==> src/rtl/aard_queue.sv <==
// ----------------------------------------------------------------------------
// aard_queue
// Two-entry queue that carries finished output jobs from the front end to
// the divider back end.
// ----------------------------------------------------------------------------
module aard_queue #(
    parameter int DATA_BITS = 8
) (
    input  logic                 clk,
    input  logic                 rst_n,
    input  logic                 in_valid,
    output logic                 in_ready,
    input  logic [DATA_BITS-1:0] in_data,
    output logic                 out_valid,
    input  logic                 out_ready,
    output logic [DATA_BITS-1:0] out_data
);

    localparam int DEPTH     = 2;
    localparam int PTR_BITS  = $clog2(DEPTH);
    localparam int CNT_BITS  = $clog2(DEPTH + 1);

    logic [DATA_BITS-1:0] entry_reg [DEPTH];
    logic [PTR_BITS-1:0]  wr_ptr_reg;
    logic [PTR_BITS-1:0]  rd_ptr_reg;
    logic [CNT_BITS-1:0]  count_reg;
    logic                 push;
    logic                 pop;

    assign in_ready  = (count_reg != CNT_BITS'(DEPTH));
    assign out_valid = (count_reg != '0);
    assign out_data  = entry_reg[rd_ptr_reg];
    assign push      = in_valid && in_ready;
    assign pop       = out_valid && out_ready;

    always_ff @(posedge clk or negedge rst_n)
    begin
        if (!rst_n)
        begin
            wr_ptr_reg <= '0;
            rd_ptr_reg <= '0;
            count_reg  <= '0;
        end
        else
        begin
            if (push)
            begin
                wr_ptr_reg <= wr_ptr_reg + PTR_BITS'(1);
            end
            if (pop)
            begin
                rd_ptr_reg <= rd_ptr_reg + PTR_BITS'(1);
            end
            if (push && !pop)
            begin
                count_reg <= count_reg + CNT_BITS'(1);
            end
            else if (pop && !push)
            begin
                count_reg <= count_reg - CNT_BITS'(1);
            end
        end
    end

    always_ff @(posedge clk)
    begin
        if (push)
        begin
            entry_reg[wr_ptr_reg] <= in_data;
        end
    end

endmodule

==> config.mk <==
export PLATFORM = sky130hd
export DESIGN_NAME = aard_queue
export DESIGN_NICKNAME = d
export VERILOG_FILES = /design/src/rtl/aard_queue.sv
export SDC_FILE = /design/constraint.sdc
export NUM_CORES = 1
export LEC_CHECK = 0
export BUFFER_PORTS_ARGS = -buffer_cell sky130_fd_sc_hd__clkbuf_2
export CORE_MARGIN = 1.5
export CORE_UTILIZATION = 52
export CTS_BUF_LIST = sky130_fd_sc_hd__clkbuf_8
export CTS_CLUSTER_SIZE = 8
export DETAILED_ROUTE_END_ITERATION = 7
export GPL_TIMING_DRIVEN = 0
export PLACE_DENSITY = 0.8
export SLEW_MARGIN = 25
export SYNTH_ARGS = -nofsm -noshare
export SYNTH_HDL_FRONTEND = slang
export SYNTH_SLANG_ARGS = --single-unit
==> constraint.sdc <==
create_clock -name clk -period 1.9 [get_ports clk]
set_input_delay 0.19 -clock clk [delete_from_list [all_inputs] [get_ports clk]]
set_output_delay 0.19 -clock clk [all_outputs]
set_load 0.02 [all_outputs]
==> results of run 1 <==
## cells by family after synthesis
family / count (synthesis) / synth area share
DFF: 20 / 0.738
muxes: 8 / 0.114
buffers and inverters: 2 / 0.0111
xor gates and xnor gates: 5 / 0.0557
adders and majority gates: 1 / 0.0159
and+or+nand+nor: 7 / 0.0652
## final cells by class
class	instances	area, um2	area share
tap	15	18.8	0.0189
buffer	1	5.00	0.00504
multi-input combinational	21	198	0.199
inverter	1	3.75	0.00378
timing repair buffer	22	115	0.116
clock inverter	1	30.0	0.0303
sequential	20	581	0.585
clock buffer	3	41.3	0.0416
## Yosys cell counts
master	number	share of area
or2_4	1	0.011
nor2_1	2	0.0095
xor2_1	2	0.022
buf_2	1	0.0064
dfrtp_1	4	0.13
inv_1	1	0.0048
nand2_1	1	0.0048
nand2_4	1	0.014
ha_1	1	0.016
xnor2_1	3	0.033
nand2b_4	1	0.017
and3_1	1	0.0080
edfxtp_1	16	0.61
mux2_2	8	0.11
## cell usage in the layout (no fill, tap or decap), drive strengths merged
cell / synthesis / final
clkbuf: 0 / 24
edfxtp: 16 / 16
mux2: 8 / 8
dfrtp: 4 / 4
xnor2: 3 / 3
nor2: 2 / 2
xor2: 2 / 2
nand2: 2 / 2
buf: 1 / 1
nand2b: 1 / 1
inv: 1 / 1
or2: 1 / 1
and3: 1 / 1
ha: 1 / 1
bufinv: 0 / 1
dlygate4sd3: 0 / 1
## metal layers
layer / vias up / share of wire / global-route usage
met4: 0 / 0.012 / 0.116
met5: - / 0 / 0
met1: 193 / 0.41 / 0.198
met3: 2 / 0.044 / 0.0348
li1: 208 / - / -
met2: 14 / 0.53 / 0.297
## critical path, delay by kind of cell (launching register included)
family	cells	cell delay, ns
DFF	1	0.43
and+or+nand+nor	3	0.81
## power by group through the flow
stage	clock, mW	combinational (mW)	sequential (mW)
CTS	0.420	0.610	0.679
finish	0.415	0.602	0.676
floorplan	0	0.458	0.667
detailed placement	0	0.606	0.683
global route	0.436	0.653	0.688
global placement	0	0.595	0.676
## final timing paths
| path | end | cells past startpoint | slack (ns) |
|---|---|---|---|
| max | entry_reg[0][2]$_DFFE_PP_ | 3 | 0.30 |
| min | entry_reg[0][7]$_DFFE_PP_ | 1 | 0.13 |
| max in group asynchronous | wr_ptr_reg$_DFFE_PN0P_ | 2 | 1.49 |
| max reg2reg | entry_reg[0][2]$_DFFE_PP_ | 3 | 0.30 |
| min reg2reg | wr_ptr_reg$_DFFE_PN0P_ | 1 | 0.52 |
| min in group asynchronous | count_reg[0]$_DFFE_PN0P_ | 2 | 0.28 |
## stage by stage
stage | cells | cell area (um2) | setup WS, ns | utilization
floorplan | 43 | 787 | 0.485 | -
global placement | 79 | 911 | 0.324 | 0.675
detailed placement | 79 | 911 | 0.314 | 0.675
CTS | 84 | 992 | 0.292 | 0.735
global route | 84 | 992 | 0.173 | 0.735
finish | 84 | 992 | 0.301 | 0.735
==> flow_metrics.tcl, run 1 <==
set metrics [dict create \
    finalSetupViolations 0 \
    num_vias 417 \
    maxCapViolCount 0 \
    wl_per_cell_um 15.3 \
    end_kind "flop" \
    clk_pin_slew_ns 0.07 \
    p_leak_nw 0.418 \
    drt_first_iter_violations 3 \
    power_frac_seq 0.399 \
    p_clk_frac 0.245 \
    ir_drop_uv 1190 \
    cts_buffers 3 \
    cp.arrival_ns 1.49 \
    min-delay-path-class "in -> reg" \
    min_from "in_data[7]" \
    critPathSlowestCell "nor2_1" \
    path_max_fanout 8 \
    cts_resized 0 \
    cts_sinks 20 \
    p_int_mw 1.16 \
    required_ns 1.79 \
    rsz0062_at_grt "no" \
    cpPeakStageDelay_ns 0.54 \
    rr_startpoint "count_reg[0]$_DFFE_PN0P_" \
    yosysUniqueCellTypes 14 \
    clk_path_buf_depth 2 \
    crit_type "reg -> reg" \
    tightest_slew_ns 0.684 \
    largest_reg_flops 16 \
    grt_pass1_wl_um 2100 \
    syn_inst 43 \
    fmax_ghz 0.626 \
    period_needed_ns 1.60 \
    postCtsSetupBuffers 0 \
    antenna_found_initial 0 \
    die_w_um 41.9 \
    timing.final.crit_share 0.841 \
    fin_setup_tns_ns 0 \
    via_per_inst 4.96 \
    first_pass_iters 2 \
    synth.net_count 56 \
    cts_root_buffer "clkbuf_8" \
    row_count 13 \
    fillerInstances 90 \
    clock_latency_ns 0.25 \
    hpwlAfterDp_um 890 \
    critPathLaunchType "flop" \
    diodes 0 \
    syn-mean-instance-area_um2 18.3 \
    dieArea_mm2 0.00176 \
    p_sw_frac 0.315 \
    postCtsHoldBufs 1 \
    overflow 0 \
    io_pins 22 \
    io_buffers 21 \
    p_switching_mw 0.533 \
    syn2layout_area_growth_pct 26.1 \
    cts_htree_levels 1 \
    status "finished, final reports clean" \
    ys_ff_latch 20 \
    total_power_mw 1.69 \
    power_density_mw_per_mm2 1710 \
    clock_skew_ns 0.00377 \
    drc_errors 0 \
    final_nets 83 \
    drtAntennaViolNets 0 \
    cts_tree "done" \
    hold_ws_ns 0.125 \
    slew_headroom 0.542 \
    drv_slew 0 \
    die_h_um 41.9 \
    initial_core_util 0.583 \
    ys_seq_area_frac 0.738 \
    grt_max_degree 13 \
    routed_wl_um 1290 \
    crit_chain "nand2b_4, nand2_1, nor2_1" \
    place.gp.congestion 0.654 \
    startpoint "count_reg[0]$_DFFE_PN0P_" \
    drive_gt1_frac 0.536 \
    syn_area_um2 787 \
    core-area_mm2 0.00135 \
    final_hold_viol_count 0 \
    p_comb_frac 0.356 \
    grtUsageTotal 0.175 \
    ys_warn_count 0 \
    grt_pass1_vias 437 \
]
Power figures use the tool's default switching activity.
==> run 2: changes to the inputs <==
clock period = 1.6 ns   (was 1.9 ns; I/O delays follow)
==> flow_metrics.tcl, run 2 (synthesis gave the netlist of run 1 again) <==
set metrics [dict create \
    tightest_slew_ns 0.426 \
    place.gp.congestion 0.654 \
    overflow 0 \
    finalSetupViolations 0 \
    dieArea_mm2 0.00176 \
    grt_pass1_vias 437 \
    final_cell_mix "21 x clkbuf_2, 16 x edfxtp_1, 8 x mux2_2, 4 x dfrtp_1" \
    instances_no_fill 84 \
    p_sw_frac 0.316 \
    antenna_found_initial 0 \
    rsz0062_at_grt "no" \
    drc_errors 0 \
    initial_core_util 0.583 \
    routed_wl_um 1290 \
    power_density_mw_per_mm2 2030 \
    cpPeakStageDelay_ns 0.36 \
    drive_gt1_frac 0.551 \
    drv_slew 0 \
    grtUsageTotal 0.175 \
    path_max_fanout 9 \
    p_clk_frac 0.244 \
    min_from "in_data[7]" \
    slew_headroom 0.716 \
    fmax_ghz 0.669 \
    hold_end "entry_reg[0][7]$_DFFE_PP_" \
    hold_ws_ns 0.0954 \
    end_kind "primary output" \
    reg2reg_setup_slack_ns 0.12 \
    p_comb_frac 0.357 \
    first_pass_iters 2 \
    row_count 13 \
    die_w_um 41.9 \
    cts_htree_levels 1 \
    largest_reg_flops 16 \
    final_hold_viol_count 0 \
    cts_buffers 3 \
    core-area_mm2 0.00135 \
    dp_worst_setup_slack_ns 0.0141 \
    place_inst 79 \
    p_int_mw 1.38 \
    clk_pin_slew_ns 0.07 \
    clock_latency_ns 0.25 \
    fin_setup_tns_ns 0 \
    fillerInstances 89 \
    rr_startpoint "count_reg[0]$_DFFE_PN0P_" \
    critPathSlowestCell "mux2_2" \
    crit_type "reg -> out" \
    cts_tree "done" \
    syn2layout_area_growth_pct 26.4 \
    status "finished, final reports clean" \
    hpwlAfterDp_um 890 \
    clk_path_buf_depth 2 \
    cp.arrival_ns 1.34 \
    via_per_inst 4.95 \
    cts_root_buffer "clkbuf_8" \
    reg2reg_depth 6 \
    cts_sinks 20 \
    die_h_um 41.9 \
    p_leak_nw 0.418 \
    power_frac_seq 0.399 \
    diodes 0 \
    num_vias 416 \
    min-delay-path-class "in -> reg" \
    required_ns 1.44 \
    wl_per_cell_um 15.3 \
    timing.final.crit_share 0.934 \
    ir_drop_uv 1420 \
    final_common_cell "clkbuf_2" \
    grt_pass1_wl_um 2100 \
    drt_first_iter_violations 3 \
    p_switching_mw 0.637 \
    maxCapViolCount 0 \
    crit_chain "buf_2, mux2_2, clkbuf_2" \
    io_pins 22 \
    worstReg2RegEnd "count_reg[1]$_DFFE_PN0P_" \
    period_needed_ns 1.50 \
    fin_ws_ns 0.105 \
    hold_path_depth 1 \
    final_nets 83 \
    drtAntennaViolNets 0 \
    grt_max_degree 13 \
    io_buffers 21 \
    critPathLaunchType "flop" \
    clock_skew_ns 0.00383 \
]
run 2: cell types whose count changed in the layout (fill, tap and decap cells not counted):
cell    delta
nor2_2     +1
nor2_1     -1
run 2: worst max-delay path by stage:
| stage | from | endpoint | cells past startpoint |
|---|---|---|---|
| CTS | rd_ptr_reg$_DFFE_PN0P_ | out_data[6] | 3 |
| global placement | count_reg[0]$_DFFE_PN0P_ | entry_reg[0][6]$_DFFE_PP_ | 3 |
| floorplan | count_reg[0]$_DFFE_PN0P_ | entry_reg[0][0]$_DFFE_PP_ | 3 |
| detailed placement | count_reg[0]$_DFFE_PN0P_ | entry_reg[0][0]$_DFFE_PP_ | 3 |
| global route | count_reg[0]$_DFFE_PN0P_ | count_reg[1]$_DFFE_PN0P_ | 6 |
| finish | rd_ptr_reg$_DFFE_PN0P_ | out_data[4] | 3 |
run 2: area by class of cell:
class	count	area, um2	area share
Multi-Input combinational cell	21	200	0.201
Clock buffer	3	41.3	0.0415
Tap cell	15	18.8	0.0189
Clock inverter	1	30.0	0.0302
Sequential cell	20	581	0.584
Buffer	1	5.00	0.00503
Inverter	1	3.75	0.00377
Timing Repair Buffer	22	115	0.116
run 2: per-layer routing:
metal  track usage  up-vias  part of all wire
li1              -      208                 -
met1         0.198      192              0.41
met2         0.297       14              0.53
met3        0.0348        2             0.044
met4         0.116        0             0.012
met5             0        -                 0
run 2: what timing repair did:
item	in CTS	in global routing
hold buffers	1	0
endpoints found under the hold margin	4	0
setup buffers	0	0
endpoints found under the setup margin	2	0
gates resized for setup	1	0
run 2: power groups by stage:
| stage | Clock (mW) | Combinational [mW] | Sequential (mW) |
|---|---|---|---|
| final | 0.493 | 0.719 | 0.805 |
| after global routing | 0.518 | 0.779 | 0.819 |
| after CTS | 0.499 | 0.728 | 0.807 |
| after detailed placement | 0 | 0.719 | 0.811 |
| after global placement | 0 | 0.706 | 0.803 |
| after floorplan | 0 | 0.543 | 0.792 |
run 2: worst max-delay path: cells and delay by family (launching register included):
family	cells	cell delay (ns)
buf+inv	2	0.38
flops	1	0.33
mux	1	0.36
run 2: through the flow:
stage / cell area (um2) / power [mW] / utilization
final: 995 / 2.02 / 0.737
after global routing: 995 / 2.12 / 0.737
after CTS: 995 / 2.03 / 0.737
after detailed placement: 911 / 1.53 / 0.675
after global placement: 911 / 1.51 / 0.675
after floorplan: 787 / 1.34 / -
