`src/rtl/aard_pkg.sv`:
```
// ----------------------------------------------------------------------------
// aard_pkg
// Shared field widths and register codes of the row downscaler.
// ----------------------------------------------------------------------------
package aard_pkg;

    // Pixel component width, on both sides.
    localparam int PIX_BITS      = 8;
    // Output position and source row fields.
    localparam int POS_BITS      = 12;
    localparam int SRC_ROW_BITS  = 16;

    // Stream data widths, padded to whole bytes.
    localparam int IN_DATA_BITS  = 24;
    localparam int OUT_DATA_BITS = 56;

    // Configuration port.
    localparam int CFG_INDEX_BITS = 1;
    localparam int CFG_DATA_BITS  = 13;

    localparam logic [CFG_INDEX_BITS-1:0] REG_OLD_WIDTH = 1'b0;
    localparam logic [CFG_INDEX_BITS-1:0] REG_NEW_WIDTH = 1'b1;

endpackage

```
`src/rtl/aard_back.sv`:
```
// ----------------------------------------------------------------------------
// aard_back
// Divides the three weighted sums of a job by the old width, rounding half
// up, one quotient bit per cycle, and holds the result for the output stream.
// ----------------------------------------------------------------------------
module aard_back #(
    parameter int WIDTH_BITS = 12
) (
    input  logic                                  clk,
    input  logic                                  rst_n,
    input  logic                                  job_valid,
    output logic                                  job_ready,
    input  logic [3*(WIDTH_BITS+8)+WIDTH_BITS+1+aard_pkg::POS_BITS+aard_pkg::SRC_ROW_BITS:0]
                                                  job_data,
    output logic                                  m_tvalid,
    input  logic                                  m_tready,
    output logic [aard_pkg::OUT_DATA_BITS-1:0]    m_tdata,
    output logic                                  m_tlast
);

    localparam int PB   = aard_pkg::PIX_BITS;
    localparam int WW   = WIDTH_BITS + 1;
    localparam int SW   = WIDTH_BITS + 8;
    localparam int RW   = WIDTH_BITS + 10;
    localparam int META = aard_pkg::POS_BITS + aard_pkg::SRC_ROW_BITS;
    localparam int PAD  = aard_pkg::OUT_DATA_BITS - 3*PB - META;
    localparam logic [3:0] LAST_STEP = 4'd8;

    localparam logic [1:0] ST_IDLE = 2'd0;
    localparam logic [1:0] ST_RUN  = 2'd1;
    localparam logic [1:0] ST_HOLD = 2'd2;

    logic [1:0]       state_reg, state_next;
    logic [3:0]       step_reg, step_next;
    logic [RW-1:0]    rem_reg [3];
    logic [RW-1:0]    rem_next [3];
    logic [PB-1:0]    quo_reg [3];
    logic [PB-1:0]    quo_next [3];
    logic [2:0]       sat_reg, sat_next;
    logic [RW-1:0]    dsh_reg, dsh_next;
    logic [META-1:0]  meta_reg, meta_next;
    logic             last_reg, last_next;

    logic             out_valid_reg, out_valid_next;
    logic [3*PB+META-1:0] out_data_reg, out_data_next;
    logic             out_last_reg, out_last_next;

    logic [SW-1:0]    job_sum [3];
    logic [WW-1:0]    job_w;
    logic             ge [3];
    logic [PB-1:0]    avg [3];

    assign job_ready = (state_reg == ST_IDLE);
    assign m_tvalid  = out_valid_reg;
    assign m_tdata   = {{PAD{1'b0}}, out_data_reg};
    assign m_tlast   = out_last_reg;

    always_comb
    begin
        for (int c = 0; c < 3; c++)
        begin
            job_sum[c] = job_data[c*SW +: SW];
        end
        job_w = job_data[3*SW +: WW];

        state_next     = state_reg;
        step_next      = step_reg;
        dsh_next       = dsh_reg;
        sat_next       = sat_reg;
        meta_next      = meta_reg;
        last_next      = last_reg;
        out_valid_next = out_valid_reg;
        out_data_next  = out_data_reg;
        out_last_next  = out_last_reg;
        for (int c = 0; c < 3; c++)
        begin
            rem_next[c] = rem_reg[c];
            quo_next[c] = quo_reg[c];
            ge[c]       = (rem_reg[c] >= dsh_reg);
            avg[c]      = sat_reg[c] ? '1 : quo_reg[c];
        end

        if (out_valid_reg && m_tready)
        begin
            out_valid_next = 1'b0;
        end

        unique case (state_reg)
            ST_IDLE:
            begin
                if (job_valid)
                begin
                    // Dividend 2*sum + w, first divisor 2*w shifted by eight.
                    for (int c = 0; c < 3; c++)
                    begin
                        rem_next[c] = RW'({job_sum[c], 1'b0}) + RW'(job_w);
                        quo_next[c] = '0;
                    end
                    dsh_next   = {job_w, 9'b0};
                    sat_next   = '0;
                    meta_next  = job_data[3*SW+WW +: META];
                    last_next  = job_data[3*SW+WW+META];
                    step_next  = '0;
                    state_next = ST_RUN;
                end
            end
            ST_RUN:
            begin
                // The first step only tests for a quotient past full scale.
                for (int c = 0; c < 3; c++)
                begin
                    if (step_reg == '0)
                    begin
                        sat_next[c] = ge[c];
                    end
                    else
                    begin
                        quo_next[c] = {quo_reg[c][PB-2:0], ge[c]};
                        if (ge[c])
                        begin
                            rem_next[c] = rem_reg[c] - dsh_reg;
                        end
                    end
                end
                dsh_next  = dsh_reg >> 1;
                step_next = step_reg + 4'd1;
                if (step_reg == LAST_STEP)
                begin
                    state_next = ST_HOLD;
                end
            end
            ST_HOLD:
            begin
                if (!out_valid_reg || m_tready)
                begin
                    out_valid_next = 1'b1;
                    out_data_next  = {meta_reg, avg[2], avg[1], avg[0]};
                    out_last_next  = last_reg;
                    state_next     = ST_IDLE;
                end
            end
            default:
            begin
                state_next = ST_IDLE;
            end
        endcase
    end

    always_ff @(posedge clk or negedge rst_n)
    begin
        if (!rst_n)
        begin
            state_reg     <= ST_IDLE;
            step_reg      <= '0;
            out_valid_reg <= 1'b0;
        end
        else
        begin
            state_reg     <= state_next;
            step_reg      <= step_next;
            out_valid_reg <= out_valid_next;
        end
    end

    always_ff @(posedge clk)
    begin
        for (int c = 0; c < 3; c++)
        begin
            rem_reg[c] <= rem_next[c];
            quo_reg[c] <= quo_next[c];
        end
        sat_reg      <= sat_next;
        dsh_reg      <= dsh_next;
        meta_reg     <= meta_next;
        last_reg     <= last_next;
        out_data_reg <= out_data_next;
        out_last_reg <= out_last_next;
    end

    a_step_range: assert property (@(posedge clk) disable iff (!rst_n)
        (state_reg == ST_RUN) |-> (step_reg <= LAST_STEP))
        else $error("divider step counter out of range");

    a_run_to_hold: assert property (@(posedge clk) disable iff (!rst_n)
        (state_reg == ST_RUN && step_reg == LAST_STEP) |=> (state_reg == ST_HOLD))
        else $error("divider did not finish after its last step");

    a_start: assert property (@(posedge clk) disable iff (!rst_n)
        (state_reg == ST_IDLE && job_valid) |=> (state_reg == ST_RUN && step_reg == '0))
        else $error("job taken without starting the divider");

    a_remainder: assert property (@(posedge clk) disable iff (!rst_n)
        (state_reg == ST_HOLD && !sat_reg[0]) |-> (rem_reg[0] < (dsh_reg << 1)))
        else $error("red remainder not below divisor");

endmodule

```
`config.mk`:
```
export PLATFORM = sky130hd
export DESIGN_NAME = aard_back
export DESIGN_NICKNAME = d
export VERILOG_FILES = /design/src/rtl/aard_pkg.sv /design/src/rtl/aard_back.sv
export SDC_FILE = /design/constraint.sdc
export NUM_CORES = 1
export LEC_CHECK = 0
export CORE_MARGIN = 2
export CORE_UTILIZATION = 25
export DETAILED_ROUTE_END_ITERATION = 8
export DONT_BUFFER_PORTS = 1
export PLACE_DENSITY = 0.49
export SYNTH_ARGS = -nofsm -noshare
export SYNTH_HDL_FRONTEND = slang
export SYNTH_SLANG_ARGS = --single-unit
export TNS_END_PERCENT = 100
```
`constraint.sdc`:
```
create_clock -name clk -period 5.4 [get_ports clk]
set_input_delay 0 -clock clk [delete_from_list [all_inputs] [get_ports clk]]
set_output_delay 0 -clock clk [all_outputs]
set_load 0.05 [all_outputs]
```
==> impl_metrics.yaml, run 1 <==
route:
  detailedRoute.firstPassIterationCount: 6
  routed_wirelength_um: 35900
  detail-route-antenna-nets: 0
  wire_per_inst_um: 17.8
  post_drt_via_cell_ratio: 4.81
  routed-via-count: 9679
  detail_route.drc_violations: 0
  detailedRoute.firstIterationViolations: 623
layout:
  design_area_mm2: 0.0154
  largest_register_ffs: 66
  final_cell_mix: "sky130_fd_sc_hd__edfxtp_1, sky130_fd_sc_hd__nand2_1, sky130_fd_sc_hd__ha_1"
  final_common_cell: "sky130_fd_sc_hd__edfxtp_1"
  area_delta_synth_final_pct: 20.3
  layout.nets: 1536
  post_route_cells_drive_above_1_share: 0.0666
cts:
  worst_skew_pair.late_latency_ns: 0.54
  cts_setup_buffers: 0
  clock_sinks: 204
  clockBufferDepth: 3
  cts_htree_levels: 1
  cts-root-buf: "sky130_fd_sc_hd__clkbuf_16"
  path_clk_slew_ns: 0.06
  cts_tree: "done"
  numCtsBuffers: 25
sta:
  min_period_ns: 3.70
  setup-tns-final_ns: 0
  grt_setup_unrepaired: "no"
  timing_worst_slew_pin_value_ns: 1.20
  worst_slew_margin_rel: 0.179
  number_of_hold_slack_violations_in_the_final_timing_report: 0
  report.final.slew_viol_count: 0
  final.hold.worst_slack_ns: 0.0134
  finalCritPeriodShare: 0.685
  achievable-frequency_mhz: 270
  finalSetupViolCount: 0
  fin_worst_skew_ns: 0.0117
critical_path:
  path_class: "reg -> reg"
  worstReg2RegEnd: "rem_reg[0][19]$_DFFE_PP_"
  timing.critical_path.to: "rem_reg[0][19]$_DFFE_PP_"
  timing.critical_path.to_type: "flip-flop"
  start_kind: "flip-flop"
  worst_r2r_path_depth: 10
  path_common_cell: "sky130_fd_sc_hd__a211oi_1"
  worst-path-max-fanout: 22
  rrSetupSlack_ns: 1.70
  cp_slowest_cell: "sky130_fd_sc_hd__a211oi_1"
  crit_required_ns: 5.59
  critical-path-max-stage-delay_ns: 0.49
  worstPathCellList: "ha_1, inv_1, fa_1, a211oi_1, o21bai_1, o41a_1, o211ai_1, a31oi_1, a211oi_1, a21oi_4"
  reg2reg_from: "dsh_reg[0]$_SDFFCE_PN0P_"
  arrival_ns: 3.89
  setup.worst_path.start: "dsh_reg[0]$_SDFFCE_PN0P_"
floorplan:
  die_x_um: 230
  placeableCoreArea_mm2: 0.0503
  dieHeight_um: 230
  io-pin-count: 165
  start_util: 0.254
  rows: 82
  die-area_mm2: 0.0530
worst_hold_path:
  whs_path_depth: 4
  worst_hold_path_type: "in -> reg"
power_and_ir_drop:
  leakage_nw: 5.79
  power-per-cell-area_mw_per_mm2: 713
  max-vdd-ir-drop_mv: 0.244
yosys:
  synth_area_mm2: 0.0128
  synth-seq-cells: 204
  synth_sequential_area_ratio: 0.477
  postSynth.asyncResetShare: 0.0343
  yosys.cell_types.count: 68
  synth_enable_flop_cells: 197
  ys_dominant_reg_cell: "sky130_fd_sc_hd__edfxtp_1"
  synthesis.instances: 1218
  synth.yosys.warnings: 0
  synth_area_per_cell_um2: 10.5
global_routing:
  maximum_number_of_pins_on_one_net_before_global_route_repair: 60
  grt_first_pass_wirelength_um: 54900
  globalRoute.totalOverflow: 0
  number_of_global_route_vias_before_repair: 9736
  number_of_antenna_violations_at_the_first_check_in_global_routing: 4
  grt_util_all_layers: 0.132
flow_run:
  max-cap-violations: 0
placed_design:
  detailed_place.area_mm2: 0.0136
  dpl_hpwl_um: 26300
  place_congestion: 0.892
  buffer_ports.inserted: 0
outcome:
  run_status: "finished clean"
==> logic make-up (layout without fill, tap and decap cells) <==
kind of cell	Yosys count	in the layout	share of synthesized area
other	1	7	0.000293
AO/OA/AOI/OAI	341	341	0.165
AND/OR/NAND/NOR	356	356	0.136
XOR/XNOR	96	96	0.0658
flip-flops	204	204	0.477
buffers and inverters	91	207	0.0295
adder cells (fa/ha/maj)	110	110	0.111
multiplexers	19	19	0.0150
==> cell type report <==
cell class,instances,area (µm²)
Sequential cell,204,6090
Fill cell,5223,34900
Inverter,53,199
Antenna cell,3,7.51
Timing Repair Buffer,110,1080
Multi-Input combinational cell,926,6380
Clock inverter,14,131
Clock buffer,30,644
Tap cell,672,841
==> metal layers <==
metal / track usage / vias to the layer above / routed length (µm)
met5: 0 / - / 14
met4: 0.0353 / 4 / 910
met3: 0.0247 / 62 / 1920
met2: 0.225 / 268 / 16900
met1: 0.171 / 4615 / 16200
li1: - / 4730 / -
==> per-stage QoR <==
stage	power, mW	setup WS [ns]	std cells	util
4_1_cts	11.0	1.70	2009	0.306
2_1_floorplan	7.72	1.28	1221	-
3_5_place_dp	9.23	1.74	1863	0.270
3_3_place_gp	9.18	1.79	1863	0.270
6_report	11.0	1.70	2012	0.306
5_1_grt	11.8	1.46	2011	0.306
==> critical path: cells and delay by family (launching register included) <==
family / cells / cell delay, ns
buf+inv: 1 / 0.06
compound gates: 7 / 2.22
fa+ha+maj: 2 / 0.62
flops: 1 / 0.43
==> report_power, final <==
part	switching (mW)	internal [mW]
clock network	0.676	0.946
registers	0.246	2.84
logic	3.84	2.41
total	4.77	6.20
==> synth_stat cells (all sizes together) (3+ instances only) <==
master | n | area (µm²)
o21ai | 99 | 495
and3 | 15 | 95.1
a21o | 33 | 248
buf | 13 | 83.8
nand3 | 36 | 180
nor4 | 3 | 18.8
clkbuf | 25 | 93.8
o22ai | 7 | 43.8
xor2 | 46 | 403
mux2i | 18 | 180
o21bai | 14 | 105
nand2 | 111 | 417
nor3b | 5 | 37.5
or3 | 3 | 18.8
nand4 | 16 | 100
nor2 | 68 | 255
a211o | 3 | 26.3
xnor2 | 50 | 438
a21oi | 96 | 488
nor2b | 9 | 56.3
nand2b | 11 | 68.8
o31ai | 3 | 22.5
a21boi | 4 | 30.0
dfrtp | 7 | 175
a211oi | 20 | 155
o22a | 3 | 26.3
edfxtp | 197 | 5920
o21a | 9 | 67.6
nor3 | 16 | 80.1
fa | 6 | 120
ha | 104 | 1300
or2 | 28 | 175
o2111ai | 5 | 43.8
o211ai | 8 | 60.1
and2 | 25 | 156
a31oi | 19 | 125
inv | 53 | 199
and4 | 3 | 26.3
==> how the worst min path moves through the flow <==
stage,start,end,slack [ns]
final,job_data[10],rem_reg[0][11]$_DFFE_PP_,0.01
after global routing,job_data[10],rem_reg[0][11]$_DFFE_PP_,0.04
after CTS,job_data[66],rem_reg[0][28]$_DFFE_PP_,0.002
after detailed placement,rst_n,m_tvalid$_DFF_PN0_,-0.29
after global placement,rst_n,m_tvalid$_DFF_PN0_,-0.29
after floorplan,rst_n,m_tvalid$_DFF_PN0_,-0.30
==> timing repair <==
item,CTS,global route
hold buffers,102,0
resized for setup,0,0
hold endpoints to repair,107,0
Note: power is estimated with default switching activity, not from simulation.
==> run 2, diff against run 1 <==
--- a/config.mk
+++ b/config.mk
@@ -5,6 +5,7 @@
 export SDC_FILE = /design/constraint.sdc
 export NUM_CORES = 1
 export LEC_CHECK = 0
+export ABC_AREA = 1
 export CORE_MARGIN = 2
 export CORE_UTILIZATION = 25
 export DETAILED_ROUTE_END_ITERATION = 8
==> constraint.sdc (replaced) <==
create_clock -name clk -period 3.55 [get_ports clk]
set_input_delay 0 -clock clk [delete_from_list [all_inputs] [get_ports clk]]
set_output_delay 0 -clock clk [all_outputs]
set_load 0.05 [all_outputs]
==> run 2 against run 1 <==
Core utilization fell by 0.45 points. Flip-flop and latch count unchanged. Setup slack got worse by 1.2 ns. Die area grew 18%. Synthesized cell count increased by 71%. Critical path type unchanged.
==> impl_metrics.yaml, run 2 <==
outcome:
  run_status: "finished clean"
cts:
  cts_htree_levels: 1
  path_clk_slew_ns: 0.06
  cts-root-buf: "sky130_fd_sc_hd__clkbuf_16"
  cts_repair_resize_count: 0
  numCtsBuffers: 28
  clock_sinks: 204
  worst_skew_pair.late_latency_ns: 0.57
  clockBufferDepth: 3
  cts_tree: "done"
sta:
  timing_worst_slew_pin_value_ns: 1.07
  report.final.slew_viol_count: 0
  setup-tns-final_ns: 0
  fin_worst_skew_ns: 0.0258
  achievable-frequency_mhz: 327
  finalCritPeriodShare: 0.861
  post-route-worst-setup-slack_ns: 0.494
  worst_slew_margin_rel: 0.284
  min_period_ns: 3.06
  finalSetupViolCount: 0
  grt_setup_unrepaired: "no"
  number_of_hold_slack_violations_in_the_final_timing_report: 0
yosys:
  postSynth.asyncResetShare: 0.0343
  post-synth-top-area-fraction: 0.392
  synth_area_leaders: "sky130_fd_sc_hd__edfxtp_1, sky130_fd_sc_hd__nand2_1, sky130_fd_sc_hd__inv_1"
  yosys.cell_types.count: 38
  synth_sequential_area_ratio: 0.404
  synth.yosys.warnings: 0
  synthDominantAreaCellType: "sky130_fd_sc_hd__edfxtp_1"
  post-synth-top-count-cell: "sky130_fd_sc_hd__nand2_1"
  synth_area_mm2: 0.0151
  ys_dominant_reg_cell: "sky130_fd_sc_hd__edfxtp_1"
  post_synth_most_frequent_cells: "sky130_fd_sc_hd__nand2_1, sky130_fd_sc_hd__inv_1, sky130_fd_sc_hd__edfxtp_1, sky130_fd_sc_hd__nor2_1, sky130_fd_sc_hd__nand3_1"
  synthesis.instances: 2087
  synth-seq-cells: 204
  synth_enable_flop_cells: 197
  synth_area_per_cell_um2: 7.23
power_and_ir_drop:
  max-vdd-ir-drop_mv: 0.422
  power-per-cell-area_mw_per_mm2: 1070
  fin_total_pwr_mw: 19.4
  leakage_nw: 8.63
global_routing:
  maximum_number_of_pins_on_one_net_before_global_route_repair: 68
  grt_util_all_layers: 0.157
  globalRoute.totalOverflow: 0
  number_of_global_route_vias_before_repair: 13280
  grt_first_pass_wirelength_um: 76300
  number_of_antenna_violations_at_the_first_check_in_global_routing: 5
floorplan:
  die-area_mm2: 0.0623
  die_x_um: 250
  io-pin-count: 165
  rows: 90
  placeableCoreArea_mm2: 0.0600
  start_util: 0.251
  dieHeight_um: 250
critical_path:
  arrival_ns: 3.49
  path_class: "reg -> reg"
  worst_r2r_path_depth: 8
  worst-path-max-fanout: 67
  start_kind: "flip-flop"
  timing.critical_path.to_type: "flip-flop"
  crit_required_ns: 3.99
placed_design:
  dpl_hpwl_um: 38900
  place_congestion: 0.907
  dp_slack_ns: 0.553
  buffer_ports.inserted: 0
layout:
  final_cell_mix: "sky130_fd_sc_hd__nand2_1, sky130_fd_sc_hd__inv_1, sky130_fd_sc_hd__edfxtp_1"
  layout.nets: 2438
  post_route_cells_drive_above_1_share: 0.0562
  largest_register_ffs: 66
  area_delta_synth_final_pct: 19.9
  final_common_cell: "sky130_fd_sc_hd__nand2_1"
route:
  detailedRoute.firstIterationViolations: 859
  detailedRoute.firstPassIterationCount: 5
  routed-via-count: 13655
  detail_route.drc_violations: 0
  routed_wirelength_um: 49800
  post_drt_via_cell_ratio: 4.51
  detail-route-antenna-nets: 0
  wire_per_inst_um: 16.5
worst_hold_path:
  worst_hold_path_type: "in -> reg"
  whs_path_depth: 5
flow_run:
  max-cap-violations: 0
## run 2: changes by cell type in the layout (fill, tap and decap cells not counted), sizes merged, moves of 20 or more
cell	before	now
a211oi	20	0
a21o	33	1
and2	25	0
inv	55	364
nand2	111	773
nand3	36	158
nand3b	2	34
nor2	68	182
o21ai	99	74
xnor2	50	4
xor2	46	9
## run 2: what timing repair did
action / CTS / global route
hold endpoints to repair: 108 / 0
hold buffers: 100 / 0
buffers inserted: 0 / 0
## run 2: worst paths after layout
path,startpoint,to,slack [ns]
min in group asynchronous,rst_n,m_tvalid$_DFF_PN0_,0.37
setup reg to reg,state_reg[0]$_DFFE_PN0P_,rem_reg[0][19]$_DFFE_PP_,0.49
setup / recovery,state_reg[0]$_DFFE_PN0P_,rem_reg[0][19]$_DFFE_PP_,0.49
hold reg to reg,meta_reg[5]$_DFFE_PP_,out_data_reg[29]$_DFFE_PP_,0.42
hold / removal,job_data[37],rem_reg[0][42]$_DFFE_PP_,0.01
max in group asynchronous,rst_n,state_reg[0]$_DFFE_PN0P_,2.90
## run 2: report_power, final
group,switching (mW),internal (mW)
clock,1.13,1.71
combinational,7.91,3.55
sequential,0.783,4.28
total,9.82,9.53
## run 2: cell families after synthesis
| family | Yosys count | share of synthesized area |
|---|---|---|
| flops | 204 | 0.404 |
| xor+xnor | 13 | 0.00755 |
| buf+inv | 387 | 0.0993 |
| other cells | 1 | 0.000249 |
| compound gates | 173 | 0.0599 |
| fa+ha+maj | 110 | 0.0942 |
| simple gates | 1199 | 0.335 |
## run 2: worst max-delay path, cell delays in order, from the launching register on
cell and delay (ns):
sky130_fd_sc_hd__dfrtp_1 0.38, sky130_fd_sc_hd__inv_1 0.11, sky130_fd_sc_hd__nor2_4 0.06, sky130_fd_sc_hd__inv_4 0.22, sky130_fd_sc_hd__buf_4 0.47, sky130_fd_sc_hd__buf_4 0.67, sky130_fd_sc_hd__nand3_1 0.20, sky130_fd_sc_hd__dlygate4sd3_1 0.64
sky130_fd_sc_hd__nand2_1 0.08
## run 2: layout make-up
cell class                      count  area [µm²]
Tap cell                          782         978
Inverter                          362        1360
Timing Repair Buffer              127        1200
Clock inverter                     17         175
Clock buffer                       34         744
Fill cell                        6518       41900
Antenna cell                        3        7.51
Multi-Input combinational cell   1499        7520
Sequential cell                   204        6090
## run 2: metal layers
metal | vias to the layer above | track usage | share of wire
li1 | 6967 | - | -
met1 | 6254 | 0.200 | 0.44
met2 | 352 | 0.261 | 0.46
met3 | 76 | 0.0325 | 0.062
met4 | 6 | 0.0614 | 0.039
met5 | - | 0 | 0.00090
## run 2: per-stage QoR
| step | instances | cell area, µm² | hold slack [ns] | util |
|---|---|---|---|---|
| 2_1_floorplan | 2090 | 15100 | -0.296 | - |
| 3_5_place_dp | 2874 | 16200 | -0.295 | 0.269 |
| 4_1_cts | 3025 | 18100 | 0.00142 | 0.301 |
| 6_report | 3028 | 18100 | 0.0120 | 0.301 |
| 3_3_place_gp | 2874 | 16200 | -0.295 | 0.269 |
| 5_1_grt | 3026 | 18100 | 0.0229 | 0.301 |
==> run 3, diff against run 2 <==
--- a/config.mk
+++ b/config.mk
@@ -10,7 +10,6 @@
 export CORE_UTILIZATION = 25
 export DETAILED_ROUTE_END_ITERATION = 8
 export DONT_BUFFER_PORTS = 1
-export PLACE_DENSITY = 0.49
 export SYNTH_ARGS = -nofsm -noshare
 export SYNTH_HDL_FRONTEND = slang
 export SYNTH_SLANG_ARGS = --single-unit
==> run 3 against run 2 <==
Global-route usage down 0.77 points. Sequential power is 2% higher. First-iteration DRC count rose by 27%. Die area unchanged.
==> impl_metrics.yaml, run 3 (synthesis results as in run 2) <==
global_routing:
  number_of_global_route_vias_before_repair: 12842
  grt_first_pass_wirelength_um: 73400
  globalRoute.totalOverflow: 0
  grt_util_all_layers: 0.150
  number_of_antenna_violations_at_the_first_check_in_global_routing: 3
  maximum_number_of_pins_on_one_net_before_global_route_repair: 56
power_and_ir_drop:
  leakage_nw: 8.48
  fin_total_pwr_mw: 19.1
  power-per-cell-area_mw_per_mm2: 1070
  max-vdd-ir-drop_mv: 0.453
route:
  detailedRoute.firstIterationViolations: 1095
  post_drt_via_cell_ratio: 4.52
  detailedRoute.firstPassIterationCount: 6
  wire_per_inst_um: 15.8
  routed_wirelength_um: 47500
  detail_route.drc_violations: 0
  routed-via-count: 13565
  detail-route-antenna-nets: 0
sta:
  fin_worst_skew_ns: 0.0159
  achievable-frequency_mhz: 332
  timing_worst_slew_pin_value_ns: 0.943
  finalSetupViolCount: 0
  report.final.slew_viol_count: 0
  min_period_ns: 3.01
  worst_slew_margin_rel: 0.371
  finalCritPeriodShare: 0.849
  number_of_hold_slack_violations_in_the_final_timing_report: 0
  grt_setup_unrepaired: "no"
  setup-tns-final_ns: 0
cts:
  worst_skew_pair.late_latency_ns: 0.55
  numCtsBuffers: 25
  path_clk_slew_ns: 0.07
  cts_htree_levels: 1
  clockBufferDepth: 3
  cts_tree: "done"
  cts_repair_resize_count: 0
  clock_sinks: 204
  cts-root-buf: "sky130_fd_sc_hd__clkbuf_16"
critical_path:
  worstReg2RegEnd: "rem_reg[0][63]$_DFFE_PP_"
  worstPathCellList: "dlygate4sd3_1, ha_1, fa_1, nand2_1, inv_1, nand3_1, nand3_1, nand2_1, nand2_1, nand3_1, dlygate4sd3_1, nand3_1, dlygate4sd3_1, nand2_1"
  critical-path-max-stage-delay_ns: 0.75
  setup.worst_path.start: "job_data[61]"
  cp_slowest_cell: "sky130_fd_sc_hd__dlygate4sd3_1"
  timing.critical_path.to_type: "flip-flop"
  path_class: "in -> reg"
  worst_r2r_path_depth: 8
  start_kind: "primary input"
  arrival_ns: 3.32
  rrSetupSlack_ns: 0.61
  worst-path-max-fanout: 4
  timing.critical_path.to: "rem_reg[0][19]$_DFFE_PP_"
  reg2reg_from: "state_reg[0]$_DFFE_PN0P_"
  crit_required_ns: 3.86
layout:
  design_area_mm2: 0.0178
  final_cell_mix: "sky130_fd_sc_hd__nand2_1, sky130_fd_sc_hd__inv_1, sky130_fd_sc_hd__edfxtp_1"
  area_delta_synth_final_pct: 18.2
  layout.nets: 2412
  final_cell_count_no_fill: 3000
  post_route_cells_drive_above_1_share: 0.0510
  final_util: 0.297
  final_common_cell: "sky130_fd_sc_hd__nand2_1"
  largest_register_ffs: 66
floorplan:
  die-area_mm2: 0.0623
  placeableCoreArea_mm2: 0.0600
  dieHeight_um: 250
  start_util: 0.251
  die_x_um: 250
  rows: 90
  io-pin-count: 165
placed_design:
  place_congestion: 0.947
  detailed_place.area_mm2: 0.0161
  dpl_hpwl_um: 37300
  place_inst: 2859
  buffer_ports.inserted: 0
outcome:
  run_status: "finished clean"
worst_hold_path:
  worst_hold_path_type: "in -> reg"
flow_run:
  max-cap-violations: 0
==> run 3: layout make-up <==
type                    count  area (µm²)
clock buffers              26         629
fillers                  6460       42200
repair buffers            104        1020
well taps                 782         978
multi-input cells        1499        7520
flip-flops and latches    204        6090
inverters                 362        1360
clock inverters            20         208
diodes                      3        7.51
==> run 3: worst min-delay path by stage <==
stage | startpoint | to | depth (start not counted) | slack [ns]
global placement | rst_n | step_reg[3]$_DFFE_PN0P_ | 0 | -0.29
CTS | job_data[66] | rem_reg[0][50]$_DFFE_PP_ | 3 | 0.001
detailed placement | rst_n | state_reg[0]$_DFFE_PN0P_ | 0 | -0.29
global route | job_data[71] | rem_reg[0][33]$_DFFE_PP_ | 4 | 0.05
finish | job_data[70] | rem_reg[0][32]$_DFFE_PP_ | 4 | 0.03
floorplan | rst_n | m_tvalid$_DFF_PN0_ | 0 | -0.30
==> run 3: per-layer routing <==
metal / GRT usage / vias to the layer above / routed length, µm
met5: 0 / - / 13
met4: 0.0408 / 2 / 1120
met3: 0.0383 / 63 / 4280
met2: 0.237 / 543 / 20700
met1: 0.202 / 6054 / 21400
li1: - / 6903 / -
==> run 3: power breakdown <==
part	internal, mW	switching [mW]
sequential	4.29	0.857
combinational	3.45	7.96
clock	1.47	1.09
==> run 3: timing repair <==
item,CTS,global route
hold buffers,92,0
setup buffers,0,0
hold endpoints to repair,101,0
==> run 3: metrics by stage <==
stage | hold slack (ns) | setup WS (ns)
3_3_place_gp | -0.295 | 0.740
4_1_cts | 0.00112 | 0.577
5_1_grt | 0.0505 | 0.388
3_5_place_dp | -0.295 | 0.644
2_1_floorplan | -0.296 | 0.103
6_report | 0.0298 | 0.536
==> run 3: worst max-delay path, delay by kind of cell <==
kind	cells	cell delay, ns
AND/OR/NAND/NOR	8	0.77
adder cells (fa/ha/maj)	2	0.53
buffers and inverters	4	2.03
